==> config.mk <==
export PLATFORM = sky130hd
export DESIGN_NAME = onewire_sensor_frame_checker_top
export DESIGN_NICKNAME = d
export VERILOG_FILES = /design/src/hw/rtl/osfc_pkg.sv /design/src/hw/rtl/onewire_sensor_frame_checker_top.sv
export SDC_FILE = /design/constraint.sdc
export NUM_CORES = 1
export LEC_CHECK = 0
export BUFFER_PORTS_ARGS = -buffer_cell sky130_fd_sc_hd__buf_2
export CORE_MARGIN = 2
export CORE_UTILIZATION = 61
export CTS_BUF_LIST = sky130_fd_sc_hd__clkbuf_4 sky130_fd_sc_hd__clkbuf_8
export DETAILED_ROUTE_END_ITERATION = 8
export GPL_ROUTABILITY_DRIVEN = 1
export PLACE_DENSITY = 0.9
export REMOVE_ABC_BUFFERS = 1
export SLEW_MARGIN = 20
export SYNTH_ARGS = -nofsm -noshare
export SYNTH_HDL_FRONTEND = slang
export SYNTH_SLANG_ARGS = --single-unit
==> constraint.sdc <==
create_clock -name i_clk -period 8.5 [get_ports i_clk]
set_clock_uncertainty 0.1 [all_clocks]
set_input_delay 0.85 -clock i_clk [delete_from_list [all_inputs] [get_ports i_clk]]
set_output_delay 0.85 -clock i_clk [all_outputs]
set_load 0.01 [all_outputs]
==> src/hw/rtl/osfc_pkg.sv <==
// Types and constants of the one-wire sensor frame checker.
package osfc_pkg;

    localparam int ROM_DATA_BYTES = 7;

    localparam logic [7:0] CRC_POLY = 8'h8C;

    localparam logic [1:0] CMD_ROM    = 2'd0;
    localparam logic [1:0] CMD_PAD    = 2'd1;
    localparam logic [1:0] CMD_ABSENT = 2'd2;
    localparam logic [1:0] CMD_UNUSED = 2'd3;

    localparam logic [1:0] STATUS_OK        = 2'd0;
    localparam logic [1:0] STATUS_CRC_FAIL  = 2'd1;
    localparam logic [1:0] STATUS_NO_DEVICE = 2'd2;

    localparam logic KIND_ROM = 1'b0;
    localparam logic KIND_PAD = 1'b1;

    localparam logic [7:0] CFG_9BIT  = 8'h1F;
    localparam logic [7:0] CFG_10BIT = 8'h3F;
    localparam logic [7:0] CFG_11BIT = 8'h5F;
    localparam logic [7:0] CFG_12BIT = 8'h7F;

    localparam logic [2:0] RES_9BIT    = 3'd0;
    localparam logic [2:0] RES_10BIT   = 3'd1;
    localparam logic [2:0] RES_11BIT   = 3'd2;
    localparam logic [2:0] RES_12BIT   = 3'd3;
    localparam logic [2:0] RES_UNKNOWN = 3'd4;

    typedef struct packed {
        logic [1:0] command;
        logic       first_byte;
        logic [7:0] rx_byte;
    } t_in_item;

    typedef struct packed {
        logic [1:0]         status;
        logic               frame_kind;
        logic signed [15:0] temperature_now;
        logic signed [15:0] temperature_before;
        logic [2:0]         resolution;
        logic [7:0]         fail_total;
        logic [7:0]         family;
        logic [47:0]        serial;
        logic               present;
    } t_out_item;

endpackage

==> src/hw/rtl/onewire_sensor_frame_checker_top.sv <==
// One-wire sensor frame checker: CRC-8 check of ROM and scratchpad frames.
// Each accepted CRC byte or absence event yields a registered result item in the next cycle.
// Throughput: one byte item per cycle; the byte-wide CRC update is combinational.
// The input side stalls only while a result item waits and the output is not ready.
// Reset (synchronous, active low) clears CRC, position, temperatures, counters and IDs.
// The frame byte store has no reset; every entry read was written in the same frame.
module onewire_sensor_frame_checker_top #(
    parameter int PAD_DATA_BYTES = 8
) (
    input  logic                 i_clk,
    input  logic                 i_rst_n,
    input  logic                 i_in_valid,
    output logic                 o_in_ready,
    input  osfc_pkg::t_in_item   i_in_item,
    output logic                 o_out_valid,
    input  logic                 i_out_ready,
    output osfc_pkg::t_out_item  o_out_item
);

    localparam int STORE_DEPTH = (PAD_DATA_BYTES > osfc_pkg::ROM_DATA_BYTES) ?
                                 PAD_DATA_BYTES : osfc_pkg::ROM_DATA_BYTES;
    localparam int IDX_W = $clog2(STORE_DEPTH);
    localparam int POS_W = $clog2(STORE_DEPTH + 1);

    function automatic logic [7:0] crc_byte(input logic [7:0] acc, input logic [7:0] b);
        logic [7:0] c;
        c = acc ^ b;
        for (int k = 0; k < 8; k++) begin
            if (c[0]) begin
                c = (c >> 1) ^ osfc_pkg::CRC_POLY;
            end else begin
                c = c >> 1;
            end
        end
        return c;
    endfunction

    function automatic logic [2:0] decode_res(input logic [7:0] cfg);
        logic [2:0] r;
        unique case (cfg)
            osfc_pkg::CFG_9BIT:  r = osfc_pkg::RES_9BIT;
            osfc_pkg::CFG_10BIT: r = osfc_pkg::RES_10BIT;
            osfc_pkg::CFG_11BIT: r = osfc_pkg::RES_11BIT;
            osfc_pkg::CFG_12BIT: r = osfc_pkg::RES_12BIT;
            default:             r = osfc_pkg::RES_UNKNOWN;
        endcase
        return r;
    endfunction

    logic [7:0]         r_crc, n_crc;
    logic [POS_W-1:0]   r_pos, n_pos;
    logic [7:0]         r_store [STORE_DEPTH];
    logic [15:0]        r_temp_cur, n_temp_cur;
    logic [15:0]        r_temp_prev, n_temp_prev;
    logic [7:0]         r_cfg, n_cfg;
    logic [7:0]         r_fails, n_fails;
    logic [7:0]         r_family, n_family;
    logic [47:0]        r_serial, n_serial;
    logic               r_present, n_present;
    logic               r_out_valid;
    osfc_pkg::t_out_item r_out, n_out;

    logic               accept;
    logic               store_we;
    logic               emit;
    logic [1:0]         emit_status;
    logic               emit_kind;
    logic [7:0]         crc_eff;
    logic [POS_W-1:0]   pos_eff;
    logic [POS_W-1:0]   data_len;
    logic               good;

    assign o_in_ready  = !r_out_valid || i_out_ready;
    assign accept      = i_in_valid && o_in_ready;
    assign o_out_valid = r_out_valid;
    assign o_out_item  = r_out;

    assign crc_eff  = i_in_item.first_byte ? 8'd0 : r_crc;
    assign pos_eff  = i_in_item.first_byte ? '0 : r_pos;
    assign data_len = (i_in_item.command == osfc_pkg::CMD_ROM) ?
                      POS_W'(osfc_pkg::ROM_DATA_BYTES) : POS_W'(PAD_DATA_BYTES);
    assign good     = (crc_eff == i_in_item.rx_byte);

    always_comb begin
        n_crc       = r_crc;
        n_pos       = r_pos;
        n_temp_cur  = r_temp_cur;
        n_temp_prev = r_temp_prev;
        n_cfg       = r_cfg;
        n_fails     = r_fails;
        n_family    = r_family;
        n_serial    = r_serial;
        n_present   = r_present;
        store_we    = 1'b0;
        emit        = 1'b0;
        emit_status = osfc_pkg::STATUS_OK;
        emit_kind   = osfc_pkg::KIND_ROM;
        unique case (i_in_item.command)
            osfc_pkg::CMD_ABSENT: begin
                n_present   = 1'b0;
                n_crc       = 8'd0;
                n_pos       = '0;
                emit        = 1'b1;
                emit_status = osfc_pkg::STATUS_NO_DEVICE;
            end
            osfc_pkg::CMD_ROM, osfc_pkg::CMD_PAD: begin
                if (pos_eff < data_len) begin
                    store_we = 1'b1;
                    n_crc    = crc_byte(crc_eff, i_in_item.rx_byte);
                    n_pos    = pos_eff + POS_W'(1);
                end else begin
                    n_crc       = 8'd0;
                    n_pos       = '0;
                    emit        = 1'b1;
                    emit_status = good ? osfc_pkg::STATUS_OK : osfc_pkg::STATUS_CRC_FAIL;
                    if (i_in_item.command == osfc_pkg::CMD_ROM) begin
                        emit_kind = osfc_pkg::KIND_ROM;
                        n_present = 1'b1;
                        if (good) begin
                            n_family = r_store[0];
                            n_serial = {r_store[6], r_store[5], r_store[4],
                                        r_store[3], r_store[2], r_store[1]};
                        end
                    end else begin
                        emit_kind = osfc_pkg::KIND_PAD;
                        if (good) begin
                            n_temp_prev = r_temp_cur;
                            n_temp_cur  = {r_store[1], r_store[0]};
                            n_cfg       = r_store[4];
                        end
                    end
                    if (!good) begin
                        n_fails = r_fails + 8'd1;
                    end
                end
            end
            osfc_pkg::CMD_UNUSED: begin
            end
        endcase
    end

    always_comb begin
        n_out.status             = emit_status;
        n_out.frame_kind         = emit_kind;
        n_out.temperature_now    = n_temp_cur;
        n_out.temperature_before = n_temp_prev;
        n_out.resolution         = decode_res(n_cfg);
        n_out.fail_total         = n_fails;
        n_out.family             = n_family;
        n_out.serial             = n_serial;
        n_out.present            = n_present;
    end

    always_ff @(posedge i_clk) begin
        if (!i_rst_n) begin
            r_crc       <= 8'd0;
            r_pos       <= '0;
            r_temp_cur  <= 16'd0;
            r_temp_prev <= 16'd0;
            r_cfg       <= 8'd0;
            r_fails     <= 8'd0;
            r_family    <= 8'd0;
            r_serial    <= 48'd0;
            r_present   <= 1'b0;
            r_out_valid <= 1'b0;
        end else begin
            if (accept) begin
                r_crc       <= n_crc;
                r_pos       <= n_pos;
                r_temp_cur  <= n_temp_cur;
                r_temp_prev <= n_temp_prev;
                r_cfg       <= n_cfg;
                r_fails     <= n_fails;
                r_family    <= n_family;
                r_serial    <= n_serial;
                r_present   <= n_present;
            end
            if (accept && emit) begin
                r_out_valid <= 1'b1;
            end else if (i_out_ready) begin
                r_out_valid <= 1'b0;
            end
        end
    end

    always_ff @(posedge i_clk) begin
        if (accept && store_we) begin
            r_store[pos_eff[IDX_W-1:0]] <= i_in_item.rx_byte;
        end
        if (accept && emit) begin
            r_out <= n_out;
        end
    end

endmodule

-- Word level (Yosys, flattened, before mapping)
Memory sizes are Yosys's and may differ from the RTL's.
Cells that the tools add are included.
- memory bits (writable): 64
- input bits: 15
- memories: 1
- register bits after elaboration: 221
- word-level logic and storage cells: 119
- output and inout bits: 105
- memory list (name ; depth ; bits a word ; rd ports ; clocked after memory_dff ; wr ports ; RTL line ; text):
    r_store ; 8 ; 8 ; 7 ; 0 ; 1 ; onewire_sensor_frame_checker_top.sv:52 ; logic [7:0] r_store [STORE_DEPTH];
- muxes and demuxes: 68
- bitwise gates (word level): 10
- equality and inequality tests: 7
- reduce and logical (&&, ||, !) cells: 11
- magnitude comparators: 1
- add/sub/neg operators: 2
- operators with widths (cell ; number):
    8-bit 2-to-1 mux ; 35
    48-bit 2-to-1 mux ; 4
    16-bit 2-to-1 mux ; 8
    2-bit inverter with 3-bit output ; 8
    8-bit by 7-bit equality test with 1-bit output (second input constant) ; 2
    8-bit case mux with 2 select lines ; 1
    1-bit 2-to-1 mux ; 12
    4-bit 2-to-1 mux ; 3
    3-bit case mux with 4 select lines ; 1
    8-bit by 1-bit adder with 8-bit output (second input constant) ; 1
    8-bit by 5-bit equality test with 1-bit output (second input constant) ; 1
    8-bit by 6-bit equality test with 1-bit output (second input constant) ; 1
    8-bit equality test ; 1
    4-bit case mux with 2 select lines ; 1
    8-bit XOR ; 1
    4-bit by 1-bit adder with 4-bit output (second input constant) ; 1
    4-bit less-than comparator ; 1
    1-bit case mux with 2 select lines ; 2
    2-bit case mux with 2 select lines ; 1
    2-bit nonzero test ; 2
    2-bit OR reduction ; 2
    1-bit logical AND ; 3
    2-bit by 1-bit equality test with 1-bit output (second input constant) ; 1
    2-bit equality test (second input constant) ; 1
    5 further kinds ; 5

-- Depth between registers and ports, before layout
Gate-level depths: netlist (run 1).
- depth in word-level cells: 34
- depth in mapped cells: 13
- depth with buffers taken out: 9

-- Worst setup path before layout (run 1)
No wires, ideal clock.
- path type: input port to flip-flop
- start: in i_in_item[8] (netlist bit)
- end: reg r_out, in the netlist o_out_item[0] (enable)
- cell stages on the path: 9
- path slack: 1128 ps
- library setup time: 566 ps
- path buffers: 2
- data arrival time: 6706 ps
- data required time: 7834 ps
- cell sequence: buf_6 -> clkbuf_1 -> nand2b_1 -> inv_1 -> ha_1 -> o22ai_1 -> a221oi_2 -> nor3_1 -> nor2_1
- cells in the longest elaborated chain, start to end: 5
- ends and longest elaborated chain (what ; RTL line ; text):
    from (decl) ; onewire_sensor_frame_checker_top.sv:14 ; input osfc_pkg::t_in_item i_in_item,
    4-bit 2-to-1 mux ; onewire_sensor_frame_checker_top.sv:79 ; assign pos_eff = i_in_item.first_byte ? '0 : r_pos;
    4-bit less-than comparator ; onewire_sensor_frame_checker_top.sv:107 ; if (pos_eff < data_len) begin
    1-bit 2-to-1 mux ; onewire_sensor_frame_checker_top.sv:107 ;
    1-bit case mux with 2 select lines ; onewire_sensor_frame_checker_top.sv:98 ; unique case (i_in_item.command)
    1-bit logical AND ; onewire_sensor_frame_checker_top.sv:190 ; if (accept && emit) begin
    to (signal assigned) ; onewire_sensor_frame_checker_top.sv:191 ; r_out <= n_out;
    to (decl) ; onewire_sensor_frame_checker_top.sv:61 ; osfc_pkg::t_out_item r_out, n_out;
Every way passes these cells.
A chain may end at the register's enable or synchronous reset.

-- Worst setup path in the final report (run 1)
- start: in i_in_item[8] (netlist bit)
- end: reg r_out, in the netlist o_out_item[85] (enable)
Same word-level chain as after synthesis.

==> reports/results.ini, run 1 <==
[synthesis]
synth_top_area_share_pct=42.4
synth_edf_count=159
synthCells=867
synth_area_leaders=edfxtp_1, dfxtp_1, mux2i_1
synth_warnings=0
synth.cell_area_sq_um=11300
yosysSeqAreaShare_pct=63.3
synth_seq_cells=277
avgSynthCellArea_sq_um=13.0
synth_flop_cell=edfxtp_1
synthArstFlopShare_pct=0
yosys.area.top_type=edfxtp_1
synth_cell_types=50

[sta]
slew_violations=0
tightest_slew_ns=1.08
finalSetupViolCount=0
fin_hold_ws_ns=0.358
hold_viol=0
finalCritPeriodShare_pct=49.1
relSlewSlack_pct=27.7
clock.fmax_ghz=0.240
setup_slack_ns=4.33
setup-tns-final_ns=0
post-route-min-period_ns=4.17
rsz0062_at_grt=no

[flow_run]
drv_cap=0

[route]
drt_first_pass_iters=5
ant_nets=0
drt_wl_total_mm=22.8
routed_via_density=5.66
first_iter_violations=496
drcViolationCount=0
wl_per_cell_microns=18.2
vias=7073

[critical_path]
endpoint_kind=flop
cp.required_ns=8.54
critPathMaxStageDelay_ns=0.90
crit_path_max_fanout=75
reg2reg_slack_ns=4.65
start_kind=input pin
critPathKind=input pin to flop
worstPathArrival_ns=4.22
path_cells=buf_2 -> nand2b_1 -> inv_1 -> ha_1 -> o22ai_1 -> a221oi_2 -> nor3_1 -> nor2_4 -> buf_4
cp_slowest_cell=buf_4

[layout]
fin_nets=1008
area.growth.synth_to_final_pct=14.5
final_common_cell=nand2_1
post-route-util_pct=71.6
num_antenna_cells=0
final_cell_mix=nand2_1, edfxtp_1, buf_2, dfxtp_1, mux2i_1
drive_above_1_share_pct=26.9

[placement]
hpwl_mm=13.4
dp_slack_ns=3.80
numPortBuffers=119
place_congestion=0.808

[clock_network]
cts_buffers=43
cts_hold_buf=0
cts_setup_buffers=0
cts_tree=done
htreeDepth=2
postCtsResizedCells=0
clk_latency_ns=0.54
ctsLongestPathBuffers=3
ctsRootBufferMaster=clkbuf_8
cts_sinks=277
cts.clk_slew.worst_paths_ns=0.06

[global_routing]
grt_pass1_wl_mm=35.7
antenna_found_initial=0
grt_pass1_vias=6932
grt_remaining_overflow=0
globalRouteTotalUtil_pct=22.9
grt_max_degree=110

[pwr]
p_comb_share_pct=5.0
clockPowerShare_pct=42.2
p_leak_nw=5.04
intPower_w=0.00217
netSwitchingFraction_pct=21.6
switching_power_w=0.000598
power.density_nw_per_um2=214
peakVddDrop_mv=0.213
total_power_w=0.00276
seqPwrFrac_pct=52.8

[floorplanning]
dieArea_sq_um=19600
ioPinCount=120
start_util_pct=62.5
core-area_sq_um=18000
rows=49
die_width_microns=140
die_y_microns=140

[worst_hold_path]
hp-class=flop to flop

[run_status]
status=completed

sequential cells by signal, summed over array words and instances (netlist names):
name	cells
o_out_valid	1
r_crc	8
r_present	1
r_cfg	8
r_store	56
r_temp_prev	16
r_pos	4
r_fails	8
r_serial	48
r_family	8
o_out_item	103
r_temp_cur	16
power groups by stage:
stage          sequential [W]  clock, W  combinational, W
3_5_place_dp          0.00149         0          0.000136
2_1_floorplan         0.00150         0         0.0000624
3_3_place_gp          0.00149         0          0.000133
5_1_grt               0.00146   0.00124          0.000148
6_report              0.00146   0.00117          0.000137
4_1_cts               0.00146   0.00119          0.000137
cells in the mapped netlist, types with 10 or more instances:
library cell,instances
nand2_1,168
edfxtp_1,159
dfxtp_1,118
mux2i_1,102
mux2_2,62
nor2_1,32
mux2_1,27
clkbuf_1,24
xnor2_1,21
buf_2,13
buf_4,12
nor3_1,10
xor2_1,10
critical path, delay by kind of cell:
kind,cells,cell delay [ns]
AND/OR/NAND/NOR,3,1.10
AO/OA/AOI/OAI,2,0.48
adder cells (fa/ha/maj),1,0.35
buffers and inverters,3,1.31
cells by family (layout without fill, tap and decap cells):
group / after synthesis / count (layout) / synth area share (%)
multiplexers: 191 / 191 / 17.9
buffers and inverters: 59 / 213 / 2.71
AND/OR/NAND/NOR: 269 / 269 / 10.8
adder cells (fa/ha/maj): 4 / 4 / 0.444
flip-flops: 277 / 277 / 63.3
AO/OA/AOI/OAI: 35 / 35 / 2.23
XOR/XNOR: 32 / 32 / 2.61
through the flow:
stage / instances / cell area, sq um
global placement: 1173 / 12000
floorplan: 815 / 11000
global route: 1250 / 12900
detailed placement: 1173 / 12000
finish: 1250 / 12900
CTS: 1250 / 12900
routing by layer:
metal  global-route usage (%)  share of wire, %
met2                     38.0                49
met4                     7.53               2.2
met5                        0                 0
met1                     30.6                43
met3                     4.48               5.5
final timing paths:
kind / from / endpoint / cells after the start
min: r_serial[43] / r_serial[43] / 2
max reg2reg: r_pos[1] / o_out_item[85] / 8
max: i_in_item[8] / o_out_item[85] / 9
min reg2reg: r_serial[43] / r_serial[43] / 2
cell type report:
| class | instances | area [sq um] |
|---|---|---|
| clock buffers | 64 | 774 |
| repair buffers | 129 | 673 |
| multi-input cells | 531 | 3870 |
| inverters | 7 | 26.3 |
| flip-flops and latches | 277 | 7140 |
| well taps | 229 | 287 |
| clock inverters | 13 | 138 |
| fillers | 1226 | 5120 |
Note: power is estimated with default switching activity, not from simulation.
==> run 2, diff against run 1 <==
Settings changed: ABC_AREA set to 1, CORE_UTILIZATION 61 to 55, PLACE_DENSITY 0.9 to 0.86.
Clock period 8.5 ns to 3.4 ns, I/O delays scaled along.
==> reports/results.ini, run 2 <==
[clock_network]
postCtsResizedCells=0  ; unchanged
cts_hold_buf=0  ; unchanged
clk_latency_ns=0.54  ; about the same
htreeDepth=2  ; unchanged
ctsRootBufferMaster=clkbuf_8  ; unchanged
cts_setup_buffers=0  ; unchanged
cts_buffers=43  ; unchanged
cts_sinks=277  ; unchanged
cts.clk_slew.worst_paths_ns=0.06  ; about the same
ctsLongestPathBuffers=3  ; unchanged
cts_tree=done  ; unchanged

[layout]
nFillCells=1547  ; was 1226
final_cell_mix=inv_1, edfxtp_1, nand2_1  ; was nand2_1, edfxtp_1, buf_2, dfxtp_1, mux2i_1
num_antenna_cells=0  ; unchanged
multiInputGateArea_sq_um=3050  ; was 3870 sq um
register_area_sq_um=7140  ; unchanged
design_area_sq_um=13100  ; was 12900 sq um
fin_nets=1303  ; was 1008
largest_reg_flops=103  ; unchanged
final_cells=1588  ; was 1250
final_common_cell=inv_1  ; was nand2_1
drive_above_1_share_pct=20.8  ; was 26.9%
area.growth.synth_to_final_pct=16.1  ; was 14.5%

[critical_path]
r2r-start=r_pos[1]  ; unchanged
reg2reg_slack_ns=0.57  ; was 4.65 ns
critPathCapture=r_store[4][6]  ; was o_out_item[85]
r2r_end=r_store[4][6]  ; was o_out_item[85]
cp.required_ns=3.54  ; was 8.54 ns
crit_path_max_fanout=9  ; was 75
ff2ff_path_depth=14  ; was 8
start_kind=flop  ; was input pin
cp.depth=14  ; was 9
cpMostUsedCell=nand2_1
cp_slowest_cell=dfxtp_1  ; was buf_4
critPathKind=flop to flop  ; was input pin to flop
endpoint_kind=flop  ; unchanged
path_cells=inv_1 -> nor2_1 -> ha_1 -> inv_1 -> nand2_1 -> nand2_1 -> nand2_1 -> nand3_1 -> nand3_1 -> nor2_1 -> buf_4 -> clkinv_1 -> nor4_1 -> buf_4  ; was buf_2 -> nand2b_1 -> inv_1 -> ha_1 -> o22ai_1 -> a221oi_2 -> nor3_1 -> nor2_4 -> buf_4
worstPathArrival_ns=2.97  ; was 4.22 ns
critPathMaxStageDelay_ns=0.38  ; was 0.90 ns
crit_family=simple AND/OR/NAND/NOR gates  ; was buffers and inverters
crit_path_start=r_pos[1]  ; was i_in_item[8]
cp.buffers_inverters=5  ; was 3

[placement]
dp.cells=1509  ; was 1173
place_congestion=0.788  ; was 0.808
placed_area_sq_um=12200  ; was 12000 sq um
numPortBuffers=119  ; unchanged
hpwl_mm=14.7  ; was 13.4 mm

[synthesis]
synth_seq_cells=277  ; unchanged
synthCells=1155  ; was 867
synth_edf_count=159  ; unchanged
synth_cell_types=34  ; was 50
synthArstFlopShare_pct=0  ; unchanged
synth.cell_area_sq_um=11300  ; about the same
synth_top_area_share_pct=42.4  ; about the same
synth_warnings=0  ; unchanged
yosys.area.top_type=edfxtp_1  ; unchanged
synth_area_leaders=edfxtp_1, dfxtp_1, inv_1  ; was edfxtp_1, dfxtp_1, mux2i_1
synth_flop_cell=edfxtp_1  ; unchanged
avgSynthCellArea_sq_um=9.75  ; was 13.0 sq um
yosysSeqAreaShare_pct=63.4  ; was 63.3%
yosysMostFrequentCell=inv_1  ; was nand2_1
synth_common_cells=inv_1, edfxtp_1, nand2_1  ; was nand2_1, edfxtp_1, dfxtp_1

[floorplanning]
core-area_sq_um=20200  ; was 18000 sq um
dieArea_sq_um=21600  ; was 19600 sq um
start_util_pct=55.8  ; was 62.5%
die_width_microns=147  ; was 140 microns
ioPinCount=120  ; unchanged
rows=52  ; was 49
die_y_microns=147  ; was 140 microns

[pwr]
clockPowerShare_pct=38.9  ; was 42.2%
p_leak_nw=5.80  ; was 5.04 nW
intPower_w=0.00561  ; was 0.00217 W
seqPwrFrac_pct=52.2  ; was 52.8%
total_power_w=0.00731  ; was 0.00276 W
netSwitchingFraction_pct=23.3  ; was 21.6%
switching_power_w=0.00170  ; was 0.000598 W
power.density_nw_per_um2=559  ; was 214 nW/um^2
peakVddDrop_mv=0.265  ; was 0.213 mV
p_comb_share_pct=8.9  ; was 5.0%

[sta]
hold_viol=0  ; unchanged
clock.fmax_ghz=0.354
post-route-min-period_ns=2.83
rsz0062_at_grt=no  ; unchanged
fin_hold_ws_ns=0.0837  ; was 0.358 ns
finalSetupViolCount=0  ; unchanged
relSlewSlack_pct=45.5  ; was 27.7%
finalCritPeriodShare_pct=83.1
slew_violations=0  ; unchanged
tightest_slew_ns=0.818  ; was 1.08 ns

[global_routing]
grt_max_degree=171  ; was 110
grt_remaining_overflow=0  ; unchanged
globalRouteTotalUtil_pct=21.7  ; was 22.9%
antenna_found_initial=0  ; unchanged
grt_pass1_vias=7643  ; was 6932
grt_pass1_wl_mm=37.7  ; was 35.7 mm

[route]
wl_per_cell_microns=14.9  ; was 18.2 microns
vias=8195  ; was 7073
drt_wl_total_mm=23.7  ; was 22.8 mm
drt_first_pass_iters=5  ; unchanged
drcViolationCount=0  ; unchanged
first_iter_violations=716  ; was 496
ant_nets=0  ; unchanged
routed_via_density=5.16  ; was 5.66

[flow_run]
drv_cap=0  ; unchanged

[run_status]
status=completed  ; unchanged

[worst_hold_path]
hp-class=input pin to flop  ; was flop to flop

==> run 2: metrics by stage <==
step	setup WS [ns]	utilization (%)	setup TNS, ns
global route	0.238	64.8	0
detailed placement	0.514	60.4	0
global placement	0.597	60.4	0
finish	0.573	64.8	0
CTS	0.583	64.8	0
floorplan	-3.89	-	-618.25
==> run 2: layout make-up <==
cell class,instances,area share (%)
Multi-Input combinational cell,601,23.3
Tap cell,270,2.58
Clock inverter,6,0.402
Clock buffer,73,6.49
Timing Repair Buffer,142,6.35
Sequential cell,277,54.6
Inverter,219,6.31
==> run 2: worst min-delay path by stage <==
stage | startpoint | endpoint | slack, ns | cells past startpoint
after floorplan | i_in_item[0] | r_store[0][0] | 0.34 | 0
after global placement | r_crc[2] | r_crc[2] | 0.37 | 2
after detailed placement | r_crc[7] | r_crc[7] | 0.37 | 2
after CTS | i_rst_n | r_fails[6] | 0.05 | 3
after global routing | i_in_item[0] | r_store[2][0] | 0.06 | 1
final | i_in_item[1] | r_store[0][1] | 0.08 | 1
==> run 2: metal layers <==
metal | GRT usage [%] | vias to the layer above | wire [microns]
li1 | - | 4049 | -
met4 | 7.84 | 0 | 471
met1 | 29.2 | 3833 | 10400
met3 | 4.29 | 37 | 1510
met2 | 35.4 | 276 | 11400
met5 | 0 | - | 0
==> run 2: power groups by stage <==
stage | registers, W | logic (W) | clock network [W]
after floorplan | 0.00391 | 0.000397 | 0
after CTS | 0.00381 | 0.000655 | 0.00290
after global placement | 0.00387 | 0.000623 | 0
after global routing | 0.00383 | 0.000733 | 0.00304
after detailed placement | 0.00388 | 0.000650 | 0
final | 0.00381 | 0.000653 | 0.00284
==> run 2: cell families (layout without fill, tap and decap cells) <==
| family | Yosys count | count (layout) | synth area share [%] |
|---|---|---|---|
| buffers and inverters | 277 | 440 | 9.82 |
| XOR/XNOR | 13 | 13 | 1.01 |
| adder cells (fa/ha/maj) | 4 | 4 | 0.444 |
| AND/OR/NAND/NOR | 287 | 287 | 10.6 |
| AO/OA/AOI/OAI | 297 | 297 | 14.8 |
| flip-flops | 277 | 277 | 63.4 |
==> run 3, diff against run 2 <==
Settings changed: ABC_AREA 1 to 0, CORE_UTILIZATION 55 to 61, PLACE_DENSITY 0.86 to 0.9.
Clock period 3.4 ns to 2.7 ns, I/O delays scaled along.
==> reports/results.ini, run 3 (synthesis results as in run 1) <==
[run_status]
status=finished with violations  ; was completed
failed_checks=negative setup slack

[flow_run]
drv_cap=0  ; unchanged

[route]
routed_via_density=5.79  ; was 5.16
drt_first_pass_iters=6  ; was 5
drcViolationCount=0  ; unchanged
drt_wl_total_mm=26.7  ; was 23.7 mm
first_iter_violations=740  ; was 716
vias=7610  ; was 8195
wl_per_cell_microns=20.3  ; was 14.9 microns
ant_nets=0  ; unchanged

[global_routing]
antenna_found_initial=3  ; was 0
grt_pass1_wl_mm=37.8  ; was 37.7 mm
grt_pass1_vias=7303  ; was 7643
globalRouteTotalUtil_pct=24.3  ; was 21.7%
grt_remaining_overflow=0  ; unchanged
grt_max_degree=163  ; was 171

[critical_path]
path_cells=dlygate4sd3_1 -> buf_2 -> nor4bb_1 -> a31oi_1 -> o32ai_1 -> and4_4 -> buf_6 -> nor4b_4 -> buf_6 -> buf_16 -> mux2i_1  ; was inv_1 -> nor2_1 -> ha_1 -> inv_1 -> nand2_1 -> nand2_1 -> nand2_1 -> nand3_1 -> nand3_1 -> nor2_1 -> buf_4 -> clkinv_1 -> nor4_1 -> buf_4
cp.buffers_inverters=5  ; unchanged
critPathMaxStageDelay_ns=0.53  ; was 0.38 ns
critPathCapture=r_serial[19]  ; was r_store[4][6]
start_kind=input pin  ; was flop
crit_path_start=i_in_item[1]  ; was r_pos[1]
critPathKind=input pin to flop  ; was flop to flop
endpoint_kind=flop  ; unchanged
cp.required_ns=3.04  ; was 3.54 ns
cpMostUsedCell=buf_6  ; was nand2_1
worstPathArrival_ns=3.05  ; was 2.97 ns
reg2reg_slack_ns=0.01  ; was 0.57 ns
crit_family=buffers and inverters  ; was simple AND/OR/NAND/NOR gates
cp.depth=11  ; was 14
cp_slowest_cell=dlygate4sd3_1  ; was dfxtp_1
r2r_end=o_out_item[54]  ; was r_store[4][6]
r2r-start=r_pos[1]  ; unchanged
ff2ff_path_depth=11  ; was 14
crit_path_max_fanout=21  ; was 9

[layout]
final_common_cell=nand2_1  ; was inv_1
register_area_sq_um=7140  ; unchanged
largest_reg_flops=103  ; unchanged
fin_nets=1067  ; was 1303
multiInputGateArea_sq_um=3900  ; was 3050 sq um
nFillCells=1058  ; was 1547
final_cells=1314  ; was 1588
area.growth.synth_to_final_pct=21.6  ; was 16.1%
final_cell_mix=nand2_1, edfxtp_1, buf_2, dfxtp_1, mux2i_1  ; was inv_1, edfxtp_1, nand2_1
drive_above_1_share_pct=31.3  ; was 20.8%

[sta]
post-route-min-period_ns=2.71
slew_violations=0  ; unchanged
relSlewSlack_pct=50.3  ; was 45.5%
setup-tns-final_ns=-0.0199  ; was 0 ns
finalCritPeriodShare_pct=100
hold_viol=0  ; unchanged
finalSetupViolCount=3  ; was 0
tightest_slew_ns=0.739  ; was 0.818 ns
clock.fmax_ghz=0.369
setup_slack_ns=-0.0124  ; was 0.573 ns

[pwr]
intPower_w=0.00671  ; was 0.00561 W
power.density_nw_per_um2=633  ; was 559 nW/um^2
netSwitchingFraction_pct=22.7  ; was 23.3%
clockPowerShare_pct=41.0  ; was 38.9%
switching_power_w=0.00197  ; was 0.00170 W
p_comb_share_pct=6.1  ; was 8.9%
p_leak_nw=5.44  ; was 5.80 nW
seqPwrFrac_pct=52.9  ; was 52.2%
peakVddDrop_mv=0.333  ; was 0.265 mV

[placement]
dp_slack_ns=-0.149  ; was 0.514 ns
place_congestion=0.820  ; was 0.788
numPortBuffers=119  ; unchanged
dp.cells=1214  ; was 1509
hpwl_mm=14.8  ; was 14.7 mm

[clock_network]
clk_latency_ns=0.55  ; was 0.54 ns
cts.clk_slew.worst_paths_ns=0.07  ; was 0.06 ns
cts_tree=done  ; unchanged
cts_sinks=277  ; unchanged
htreeDepth=2  ; unchanged
ctsRootBufferMaster=clkbuf_8  ; unchanged
cts_buffers=42  ; was 43
ctsLongestPathBuffers=3  ; unchanged

[worst_hold_path]
hp-start=i_in_item[4]  ; was i_in_item[1]
hp-class=input pin to flop  ; unchanged
worstHoldPathCells=1  ; unchanged

[floorplanning]
die_y_microns=140  ; was 147 microns
dieArea_sq_um=19600  ; was 21600 sq um
core-area_sq_um=18000  ; was 20200 sq um
start_util_pct=62.5  ; was 55.8%
die_width_microns=140  ; was 147 microns
rows=49  ; was 52
ioPinCount=120  ; unchanged

-- run 3: how the worst min path moves through the flow --
| stage | to |
|---|---|
| after floorplan | r_store[0][0] |
| after detailed placement | r_serial[16] |
| after global routing | r_store[1][4] |
| final | r_store[1][4] |
| after CTS | r_store[4][4] |
| after global placement | r_serial[34] |
-- run 3: layout make-up --
class / instances / area share, %
Sequential cell: 277 / 52.1
Clock inverter: 9 / 0.301
Multi-Input combinational cell: 531 / 28.5
Antenna cell: 3 / 0.0548
Tap cell: 229 / 2.09
Clock buffer: 69 / 6.11
Timing Repair Buffer: 189 / 10.7
Inverter: 7 / 0.192
-- run 3: metrics by stage --
stage	power (W)	utilization (%)	hold slack, ns	cell area (sq um)
2_1_floorplan	0.00492	-	0.269	11000
3_3_place_gp	0.00516	69.2	0.339	12500
3_5_place_dp	0.00518	69.2	0.348	12500
4_1_cts	0.00868	74.5	0.00544	13400
5_1_grt	0.00895	76.0	0.00539	13700
6_report	0.00868	76.0	0.0417	13700
-- run 3: repair_timing --
| item | 4_1_cts | 5_1_grt |
|---|---|---|
| pin swaps | 0 | 5 |
| buffers inserted | 0 | 5 |
| cloned | 0 | 7 |
| hold buffers | 7 | 0 |
| gates resized for setup | 0 | 15 |
| endpoints found under the hold margin | 15 | 0 |
| setup endpoints to repair | 20 | 250 |
-- run 3: power by group through the flow --
stage	Combinational [W]	Sequential [W]	Clock, W
after floorplan	0.000196	0.00472	0
after global placement	0.000483	0.00468	0
after detailed placement	0.000497	0.00468	0
after CTS	0.000511	0.00459	0.00358
after global routing	0.000565	0.00460	0.00379
final	0.000528	0.00459	0.00356
-- run 3: routing by layer --
metal / global-route usage, % / up-vias / wire length (microns)
li1: - / 3469 / -
met2: 40.0 / 346 / 12900
met4: 9.26 / 0 / 1090
met1: 32.3 / 3704 / 10800
met5: 0 / - / 0
met3: 4.89 / 91 / 1930
